<file path="config.mk">
export PLATFORM = sky130hd
export DESIGN_NAME = websocket_frame_deframer_core
export DESIGN_NICKNAME = d
export VERILOG_FILES = /design/src/hdl/wsd_pkg.sv /design/src/hdl/wsd_front.sv /design/src/hdl/wsd_cmd_queue.sv /design/src/hdl/wsd_back.sv /design/src/hdl/websocket_frame_deframer_core.sv
export SDC_FILE = /design/constraint.sdc
export NUM_CORES = 2
export LEC_CHECK = 0
export ABC_AREA = 0
export BUFFER_PORTS_ARGS = -buffer_cell sky130_fd_sc_hd__buf_2
export CORE_ASPECT_RATIO = 2
export CORE_MARGIN = 10
export CORE_UTILIZATION = 62
export CTS_CLUSTER_SIZE = 25
export DETAILED_ROUTE_END_ITERATION = 16
export PLACE_DENSITY = 0.78
export SYNTH_ARGS = -nofsm -noshare
export SYNTH_HDL_FRONTEND = slang
export SYNTH_SLANG_ARGS = --single-unit
</file>
<file path="constraint.sdc">
create_clock -name clk -period 10.9 [get_ports clk]
set_input_delay 0.545 -clock clk [delete_from_list [all_inputs] [get_ports clk]]
set_output_delay 0.545 -clock clk [all_outputs]
set_load 0.01 [all_outputs]
</file>
<file path="src/hdl/wsd_pkg.sv">
// ----------------------------------------------------------------------------
// WebSocket deframer package
// Shared types, constants and helper functions of the frame deframer.
// ----------------------------------------------------------------------------
package wsd_pkg;

	localparam int CLIENTS      = 16;
	localparam int LENGTH_BITS  = 64;
	localparam int CLIENT_W     = 4;
	localparam int SLOT_W       = (CLIENTS > 1) ? $clog2(CLIENTS) : 1;
	localparam int QUEUE_DEPTH  = 4;
	localparam int QPTR_W       = $clog2(QUEUE_DEPTH);

	localparam logic [7:0] FIN_BIT     = 8'h80;
	localparam logic [7:0] MASK_BIT    = 8'h80;
	localparam logic [3:0] OPCODE_MASK = 4'hF;
	localparam logic [6:0] LEN7_MASK   = 7'h7F;
	localparam logic [6:0] LEN7_EXT16  = 7'd126;
	localparam logic [6:0] LEN7_EXT64  = 7'd127;
	localparam logic [3:0] EXT16_BYTES = 4'd2;
	localparam logic [3:0] EXT64_BYTES = 4'd8;
	localparam logic [3:0] KEY_BYTES   = 4'd4;

	localparam logic [3:0] OP_CONT  = 4'h0;
	localparam logic [3:0] OP_TEXT  = 4'h1;
	localparam logic [3:0] OP_BIN   = 4'h2;
	localparam logic [3:0] OP_CLOSE = 4'h8;
	localparam logic [3:0] OP_PING  = 4'h9;
	localparam logic [3:0] OP_PONG  = 4'hA;

	typedef enum logic [2:0] {
		KIND_DATA   = 3'd0,
		KIND_CLOSE  = 3'd1,
		KIND_PING   = 3'd2,
		KIND_PONG   = 3'd3,
		KIND_IGNORE = 3'd4
	} kind_t;

	typedef enum logic [2:0] {
		PH_HDR0    = 3'd0,
		PH_HDR1    = 3'd1,
		PH_EXTLEN  = 3'd2,
		PH_MASK    = 3'd3,
		PH_PAYLOAD = 3'd4,
		PH_CLOSED  = 3'd5
	} phase_t;

	typedef enum logic {
		CMD_BYTE = 1'b0,
		CMD_OPEN = 1'b1
	} cmd_op_t;

	typedef struct packed {
		cmd_op_t              op;
		logic [CLIENT_W-1:0]  client;
		logic [7:0]           data;
	} cmd_t;

	typedef struct packed {
		phase_t                  phase;
		logic                    fin;
		logic [3:0]              opcode;
		logic                    masked;
		logic                    sat;
		logic [LENGTH_BITS-1:0]  left;
		logic [3:0]              hbc;
		logic [31:0]             mask;
	} ctx_t;

	localparam ctx_t CTX_RESET = '{
		phase:  PH_HDR0,
		fin:    1'b0,
		opcode: 4'd0,
		masked: 1'b0,
		sat:    1'b0,
		left:   {LENGTH_BITS{1'b0}},
		hbc:    4'd0,
		mask:   32'd0
	};

	typedef struct packed {
		logic [CLIENT_W-1:0]  client;
		logic [7:0]           payload;
		logic                 valid;
		logic [3:0]           opcode;
		logic                 fin;
		kind_t                kind;
		logic                 last;
	} result_t;

	function automatic kind_t kind_of(input logic [3:0] opcode);
		kind_t k;
		unique case (opcode)
			OP_CONT, OP_TEXT, OP_BIN: k = KIND_DATA;
			OP_CLOSE:                 k = KIND_CLOSE;
			OP_PING:                  k = KIND_PING;
			OP_PONG:                  k = KIND_PONG;
			default:                  k = KIND_IGNORE;
		endcase
		return k;
	endfunction

endpackage

</file>
<file path="src/hdl/wsd_front.sv">
// ----------------------------------------------------------------------------
// WebSocket deframer front end
// Accepts items, drops those for slots out of range, and classifies the rest
// as received bytes or open commands before handing them to the queue.
// ----------------------------------------------------------------------------
module wsd_front import wsd_pkg::*; (
	input  logic                 clk,
	input  logic                 arst_n,
	input  logic                 push,
	output logic                 full,
	input  logic                 action,
	input  logic [CLIENT_W-1:0]  client,
	input  logic [7:0]           rx_byte,
	output logic                 q_push,
	output cmd_t                 q_cmd,
	input  logic                 q_full
);

	logic valid_s1;
	cmd_t cmd_s1;
	logic advance;
	logic load;
	logic in_range;

	assign advance  = valid_s1 && !q_full;
	assign load     = !valid_s1 || advance;
	assign full     = !load;
	assign in_range = int'(client) < CLIENTS;

	always_ff @(posedge clk or negedge arst_n) begin
		if (!arst_n) begin
			valid_s1 <= 1'b0;
		end else if (load) begin
			valid_s1 <= push && in_range;
		end
	end

	always_ff @(posedge clk) begin
		if (load && push) begin
			cmd_s1.op     <= action ? CMD_OPEN : CMD_BYTE;
			cmd_s1.client <= client;
			cmd_s1.data   <= rx_byte;
		end
	end

	assign q_push = advance;
	assign q_cmd  = cmd_s1;

endmodule

</file>
<file path="src/hdl/wsd_cmd_queue.sv">
// ----------------------------------------------------------------------------
// WebSocket deframer command queue
// Short first-in first-out queue that decouples the front end from the
// context engine.
// ----------------------------------------------------------------------------
module wsd_cmd_queue import wsd_pkg::*; (
	input  logic  clk,
	input  logic  arst_n,
	input  logic  push,
	input  cmd_t  push_cmd,
	output logic  full,
	input  logic  pop,
	output cmd_t  head_cmd,
	output logic  empty
);

	cmd_t              entry_q [QUEUE_DEPTH];
	logic [QPTR_W-1:0] wr_ptr_q;
	logic [QPTR_W-1:0] rd_ptr_q;
	logic [QPTR_W:0]   count_q;
	logic              do_push;
	logic              do_pop;

	assign full     = count_q == (QPTR_W + 1)'(QUEUE_DEPTH);
	assign empty    = count_q == '0;
	assign do_push  = push && !full;
	assign do_pop   = pop && !empty;
	assign head_cmd = entry_q[rd_ptr_q];

	always_ff @(posedge clk or negedge arst_n) begin
		if (!arst_n) begin
			wr_ptr_q <= '0;
			rd_ptr_q <= '0;
			count_q  <= '0;
		end else begin
			if (do_push) begin
				wr_ptr_q <= wr_ptr_q + 1'b1;
			end
			if (do_pop) begin
				rd_ptr_q <= rd_ptr_q + 1'b1;
			end
			if (do_push && !do_pop) begin
				count_q <= count_q + 1'b1;
			end else if (do_pop && !do_push) begin
				count_q <= count_q - 1'b1;
			end
		end
	end

	always_ff @(posedge clk) begin
		if (do_push) begin
			entry_q[wr_ptr_q] <= push_cmd;
		end
	end

endmodule

</file>
<file path="src/hdl/wsd_back.sv">
// ----------------------------------------------------------------------------
// WebSocket deframer context engine
// Holds the parsing context of every slot, decodes frame headers, unmasks
// payload bytes and buffers results for the receiver.
// ----------------------------------------------------------------------------
module wsd_back import wsd_pkg::*; (
	input  logic     clk,
	input  logic     arst_n,
	input  cmd_t     cmd,
	input  logic     cmd_empty,
	output logic     cmd_pop,
	output result_t  res,
	output logic     empty,
	input  logic     pop
);

	localparam int LEN_W = LENGTH_BITS;

	ctx_t              ctx_q [CLIENTS];
	result_t           res_q [2];
	logic              wr_ptr_q;
	logic              rd_ptr_q;
	logic [1:0]        count_q;

	logic [SLOT_W-1:0] slot;
	ctx_t              cur;
	ctx_t              nxt;
	logic              take;
	logic              emit;
	logic [7:0]        res_byte;
	logic              res_valid;
	logic              res_last;
	logic              len_done;
	logic              start;
	logic              end_frame;
	logic [6:0]        len7;
	logic [1:0]        pos;
	logic [31:0]       key_word;
	logic              do_pop;
	result_t           new_res;

	assign slot    = SLOT_W'(cmd.client);
	assign take    = !cmd_empty && (count_q != 2'd2);
	assign cmd_pop = take;
	assign len7    = cmd.data[6:0] & LEN7_MASK;

	always_comb begin
		cur       = ctx_q[slot];
		nxt       = cur;
		emit      = 1'b0;
		res_byte  = 8'd0;
		res_valid = 1'b0;
		res_last  = 1'b0;
		len_done  = 1'b0;
		start     = 1'b0;
		end_frame = 1'b0;
		pos       = cur.hbc[1:0];
		key_word  = cur.mask >> {~pos, 3'b000};
		if (cmd.op == CMD_OPEN) begin
			nxt = CTX_RESET;
		end else begin
			unique case (cur.phase)
				PH_CLOSED: begin
				end
				PH_HDR1: begin
					nxt.masked = (cmd.data & MASK_BIT) != 8'd0;
					nxt.left   = '0;
					nxt.sat    = 1'b0;
					if (len7 == LEN7_EXT16 || len7 == LEN7_EXT64) begin
						nxt.phase = PH_EXTLEN;
						nxt.hbc   = (len7 == LEN7_EXT16) ? EXT16_BYTES : EXT64_BYTES;
					end else begin
						nxt.left = LEN_W'(len7);
						len_done = 1'b1;
					end
				end
				PH_EXTLEN: begin
					nxt.left = {cur.left[LEN_W-9:0], cmd.data};
					nxt.sat  = cur.sat || (cur.left[LEN_W-1 -: 8] != 8'd0);
					nxt.hbc  = cur.hbc - 4'd1;
					len_done = nxt.hbc == 4'd0;
				end
				PH_MASK: begin
					nxt.mask = {cur.mask[23:0], cmd.data};
					nxt.hbc  = cur.hbc - 4'd1;
					start    = nxt.hbc == 4'd0;
				end
				PH_PAYLOAD: begin
					nxt.hbc   = {2'b00, pos + 2'd1};
					nxt.left  = cur.left - 1'b1;
					emit      = 1'b1;
					res_byte  = cmd.data ^ key_word[7:0];
					res_valid = 1'b1;
					res_last  = nxt.left == '0;
					end_frame = res_last;
				end
				default: begin
					nxt.fin    = (cmd.data & FIN_BIT) != 8'd0;
					nxt.opcode = cmd.data[3:0] & OPCODE_MASK;
					nxt.masked = 1'b0;
					nxt.sat    = 1'b0;
					nxt.left   = '0;
					nxt.hbc    = 4'd0;
					nxt.mask   = 32'd0;
					nxt.phase  = PH_HDR1;
				end
			endcase
			if (len_done) begin
				if (nxt.sat) begin
					nxt.left = '1;
				end
				nxt.sat  = 1'b0;
				nxt.mask = 32'd0;
				if (nxt.masked) begin
					nxt.phase = PH_MASK;
					nxt.hbc   = KEY_BYTES;
				end else begin
					start = 1'b1;
				end
			end
			if (start) begin
				nxt.hbc = 4'd0;
				if (nxt.left == '0) begin
					emit      = 1'b1;
					res_last  = 1'b1;
					end_frame = 1'b1;
				end else begin
					nxt.phase = PH_PAYLOAD;
				end
			end
			if (end_frame) begin
				nxt.phase = (nxt.opcode == OP_CLOSE) ? PH_CLOSED : PH_HDR0;
				nxt.hbc   = 4'd0;
			end
		end
		new_res.client  = cmd.client;
		new_res.payload = res_byte;
		new_res.valid   = res_valid;
		new_res.opcode  = nxt.opcode;
		new_res.fin     = nxt.fin;
		new_res.kind    = kind_of(nxt.opcode);
		new_res.last    = res_last;
	end

	always_ff @(posedge clk or negedge arst_n) begin
		if (!arst_n) begin
			for (int i = 0; i < CLIENTS; i++) begin
				ctx_q[i] <= CTX_RESET;
			end
		end else if (take) begin
			ctx_q[slot] <= nxt;
		end
	end

	assign do_pop = pop && (count_q != 2'd0);
	assign empty  = count_q == 2'd0;
	assign res    = res_q[rd_ptr_q];

	always_ff @(posedge clk or negedge arst_n) begin
		if (!arst_n) begin
			wr_ptr_q <= 1'b0;
			rd_ptr_q <= 1'b0;
			count_q  <= 2'd0;
		end else begin
			if (take && emit) begin
				wr_ptr_q <= !wr_ptr_q;
			end
			if (do_pop) begin
				rd_ptr_q <= !rd_ptr_q;
			end
			if (take && emit && !do_pop) begin
				count_q <= count_q + 2'd1;
			end else if (do_pop && !(take && emit)) begin
				count_q <= count_q - 2'd1;
			end
		end
	end

	always_ff @(posedge clk) begin
		if (take && emit) begin
			res_q[wr_ptr_q] <= new_res;
		end
	end

endmodule

</file>
<file path="src/hdl/websocket_frame_deframer_core.sv">
// ----------------------------------------------------------------------------
// WebSocket frame deframer core
// Parses framed byte streams of up to CLIENTS connections into unmasked
// payload bytes tagged with frame opcode, fin bit, kind and end of frame.
//
// Input side: an item (action, client, rx_byte) is taken on a clock edge with
// push high and full low. Action open resets the connection's parsing context
// and yields no result; header bytes and bytes of a closed connection yield
// none either. Each payload byte yields one result, and a frame with an empty
// payload yields one marker result with byte_valid low.
// Output side: the oldest result is shown while empty is low and leaves on a
// clock edge with pop high.
// An item passes the input stage register and the command queue before the
// context engine writes its result into the result buffer.
// Throughput is one item per cycle while the result buffer has room, set by the single read-modify-write of the
// per-connection context in the context engine.
// Reset clears every connection's context and empties all queues. When pop
// stays low, the two-entry result buffer, the four-entry command queue and the
// input stage fill in turn, and full then rises.
// ----------------------------------------------------------------------------
module websocket_frame_deframer_core import wsd_pkg::*; (
	input  logic                 clk,
	input  logic                 arst_n,
	input  logic                 push,
	output logic                 full,
	input  logic                 action,
	input  logic [CLIENT_W-1:0]  client,
	input  logic [7:0]           rx_byte,
	output logic                 empty,
	input  logic                 pop,
	output logic [CLIENT_W-1:0]  client_out,
	output logic [7:0]           payload_byte,
	output logic                 byte_valid,
	output logic [3:0]           frame_opcode,
	output logic                 frame_fin,
	output logic [2:0]           frame_kind,
	output logic                 last_of_frame
);

	logic    q_push;
	cmd_t    q_in;
	logic    q_full;
	logic    q_pop;
	cmd_t    q_head;
	logic    q_empty;
	result_t res;

	wsd_front u_front (
		.clk     (clk),
		.arst_n  (arst_n),
		.push    (push),
		.full    (full),
		.action  (action),
		.client  (client),
		.rx_byte (rx_byte),
		.q_push  (q_push),
		.q_cmd   (q_in),
		.q_full  (q_full)
	);

	wsd_cmd_queue u_queue (
		.clk      (clk),
		.arst_n   (arst_n),
		.push     (q_push),
		.push_cmd (q_in),
		.full     (q_full),
		.pop      (q_pop),
		.head_cmd (q_head),
		.empty    (q_empty)
	);

	wsd_back u_back (
		.clk       (clk),
		.arst_n    (arst_n),
		.cmd       (q_head),
		.cmd_empty (q_empty),
		.cmd_pop   (q_pop),
		.res       (res),
		.empty     (empty),
		.pop       (pop)
	);

	assign client_out    = res.client;
	assign payload_byte  = res.payload;
	assign byte_valid    = res.valid;
	assign frame_opcode  = res.opcode;
	assign frame_fin     = res.fin;
	assign frame_kind    = res.kind;
	assign last_of_frame = res.last;

endmodule

</file>
==> results.sh <==
export IMPL_cts_max_level=4
export IMPL_clk_pin_slew_ns=0.06
export IMPL_start_util_pct=62.5
export IMPL_firstDrtPassIters=8
export IMPL_cts_buffers=169
export IMPL_die_w_um=288
export IMPL_syn_area_mm2=0.0892
export IMPL_fin_crit_ns=9.67
export IMPL_status="complete, no violations"
export IMPL_syn_to_final_growth_pct=7.94
export IMPL_synth_top_cell_by_area="dfrtp_1"
export IMPL_std_cell_rows=196
export IMPL_cp_end_kind="flip-flop"
export IMPL_gr_total_overflow=0
export IMPL_async_flop_share_pct=94.2
export IMPL_critical_path_startpoint="u_queue.rd_ptr_q[1]"
export IMPL_crit_family="simple AND/OR/NAND/NOR gates"
export IMPL_cap_viol_max_count=0
export IMPL_synthTopCellsByCount="nand2_1, dfrtp_1, o21ai_0"
export IMPL_post_cts_setup_buffers=0
export IMPL_io_pin_count=41
export IMPL_crit_buf_inv=6
export IMPL_start_kind="flip-flop"
export IMPL_syn_num_nets=8955
export IMPL_cts_root_buf="clkbuf_16"
export IMPL_drv_slew=0
export IMPL_ys_seq_elements=1881
export IMPL_final_nets=8646
export IMPL_yosysWarnings=0
export IMPL_synth_avg_cell_area_um2=9.99
export IMPL_die_y_um=556
export IMPL_fin_setup_tns_ns=0
export IMPL_synth_xor_area_share_pct=0.678
export IMPL_synth_mux_area_share_pct=13.3
export IMPL_slew_headroom_pct=2.67
export IMPL_worstPathArrival_ns=10.15
export IMPL_cts_buffer_depth=4
export IMPL_worstHoldPathType="in2async"
export IMPL_grt_pass1_wl_um=459000
export IMPL_routed_via_density=6.74
export IMPL_antenna_found_initial=11
export IMPL_core_area_mm2=0.143
export IMPL_clk_latency_ns=0.84
export IMPL_worstPathMaxFanout=38
export IMPL_path_class="reg2reg"
export IMPL_synth_compound_area_share_pct=14.7
export IMPL_crit_path_cell_trace="mux2i_1 -> nand2_1 -> o21ai_4 -> clkinv_2 -> nand2_4 -> buf_4 -> o22ai_1 -> nor2_1 -> nand4_1 -> mux2i_1 -> buf_4 -> nand3_1 -> buf_4 -> nor4b_1 -> buf_4 -> xnor2_1 -> o211ai_1 -> nor4_1 -> nand4_1 -> nor3_2 -> o211ai_1 -> nor2_2 -> buf_4"
export IMPL_num_vias=71600
export IMPL_ant_nets=0
export IMPL_ff2ff_setup_slack_ns=1.23
export IMPL_ys_seq_area_share_pct=53.4
export IMPL_synth_most_common_cell="nand2_1"
export IMPL_crit_required_ns=11.38
export IMPL_synth_cells=8927
export IMPL_wirelength_um=307000
export IMPL_cp_depth=23
export IMPL_synth_area_leaders="dfrtp_1, nand2_1, mux2i_1"
export IMPL_synthAdderAreaFrac_pct=0.163
export IMPL_synth_top_area_share_pct=49.7
export IMPL_drt_initial_drc_count=7973
export IMPL_synth_top_family_by_area="compound AO/OA/AOI/OAI gates"
export IMPL_clock_skew_ns=0.0631
export IMPL_synthDistinctLibCells=106
export IMPL_fillers=10800
export IMPL_setup_viol=0
export IMPL_grt_setup_unrepaired="no"
export IMPL_crit_end="u_back.res_q[1][19]"
export IMPL_synth_simple_area_share_pct=13.9
export IMPL_max_freq_mhz=103
export IMPL_synth_edf_count=109
export IMPL_hold_viol=0
export IMPL_critPathSlowestCell="dfrtp_1"
export IMPL_drive_above_1_share_pct=9.98
export IMPL_cts_tree="done"
export IMPL_tightestPinTransition_ns=1.44
export IMPL_hpwl_um=193000
export IMPL_r2r_start="u_queue.rd_ptr_q[1]"
export IMPL_grt_use_total_pct=38.2
export IMPL_crit_top_cell="buf_4"
export IMPL_grt_pass1_vias=73600
export IMPL_io_buffers=40
export IMPL_slowest_delay_ns=1.01
export IMPL_cts_sinks=1881
export IMPL_min_period_over_period_pct=88.7
export IMPL_die_area_mm2=0.160
export IMPL_rr_endpoint="u_back.res_q[1][19]"
export IMPL_place_gp_congestion=1.04
export IMPL_wl_per_cell_um=28.9
export IMPL_drc=0
export IMPL_r2r_cells=23
export IMPL_grt_max_degree=185
export IMPL_synth_flop_cell="dfrtp_1"
## metal layers
| metal | vias to the layer above | share of wire [%] | GRT usage (%) |
|---|---|---|---|
| li1 | 30700 | - | - |
| met1 | 35600 | 33 | 41.9 |
| met2 | 3891 | 49 | 64.3 |
| met3 | 1411 | 7.6 | 6.79 |
| met4 | 8 | 9.8 | 31.3 |
| met5 | - | 0.016 | 0 |
## cells in the final DEF (no fill, tap or decap), types with 30 or more instances in the layout
master	instances
o31ai_1	315
xnor2_1	46
nor3_1	55
buf_4	200
mux4_2	188
o22ai_1	133
o21ai_0	1239
mux2_2	64
clkbuf_1	39
nand2_1	2493
clkbuf_16	171
inv_1	31
nand3_1	87
mux2i_1	681
a21oi_1	67
edfxtp_1	109
nand4_1	35
buf_2	39
dfrtp_1	1772
nor2_1	191
o41ai_1	30
a22oi_1	160
## worst min path at each step
stage / start / cells after the start / to
final: arst_n / 2 / u_back.ctx_q[1438]
after global routing: arst_n / 2 / u_back.ctx_q[1446]
after CTS: pop / 3 / u_back.rd_ptr_q
after detailed placement: u_back.ctx_q[802] / 2 / u_back.ctx_q[802]
after global placement: u_back.ctx_q[582] / 2 / u_back.ctx_q[582]
after floorplan: arst_n / 0 / u_back.count_q[0]
## layout make-up
cell class                 instances  area, um2  share of cell area [%]
multi-input combinational       6254      38400                    39.9
clock buffer                     237       4800                    4.98
clock inverter                    52        598                   0.621
timing repair buffer             276       2280                    2.37
inverter                          36        173                   0.179
sequential                      1881      47600                    49.5
tap                             1881       2350                    2.45
antenna                            5       12.5                  0.0130
## per-stage QoR
stage                     hold slack (ns)  util (%)  area, um2  worst slack [ns]  instances
after floorplan                     0.249         -      89200              2.64       8927
after global placement              0.452      63.5      90700              1.85      10300
after detailed placement            0.458      63.5      90700              1.70      10300
after CTS                           0.359      67.4      96200              1.65      10600
after global routing                0.395      67.4      96200             0.984      10600
final                               0.330      67.4      96200              1.23      10600
## timing repair
item,CTS,global route
setup endpoints to repair,0,0
gates resized for setup,0,0
hold buffers,15,0
endpoints found under the hold margin,153,0
## state kept, by name, indices dropped and copies added, names as in the netlist
name / flops
u_back.wr_ptr_q: 1
u_back.count_q: 2
u_queue.entry_q: 52
u_front.q_cmd: 13
u_back.res_q: 44
u_back.ctx_q: 1760
u_back.rd_ptr_q: 1
u_queue.wr_ptr_q: 2
u_queue.count_q: 3
u_front.valid_s1: 1
u_queue.rd_ptr_q: 2
## kinds of logic after synthesis
kind of cell               after synthesis
buffers and inverters                  792
and+or+nand+nor                       3066
DFF                                   1881
muxes                                  939
xor gates and xnor gates                69
AOI/OAI and AO/OA                     2169
adders and majority gates               11
Power is not shown: default switching activity piles up to over one toggle a cycle in this logic, so the estimate is an artifact.
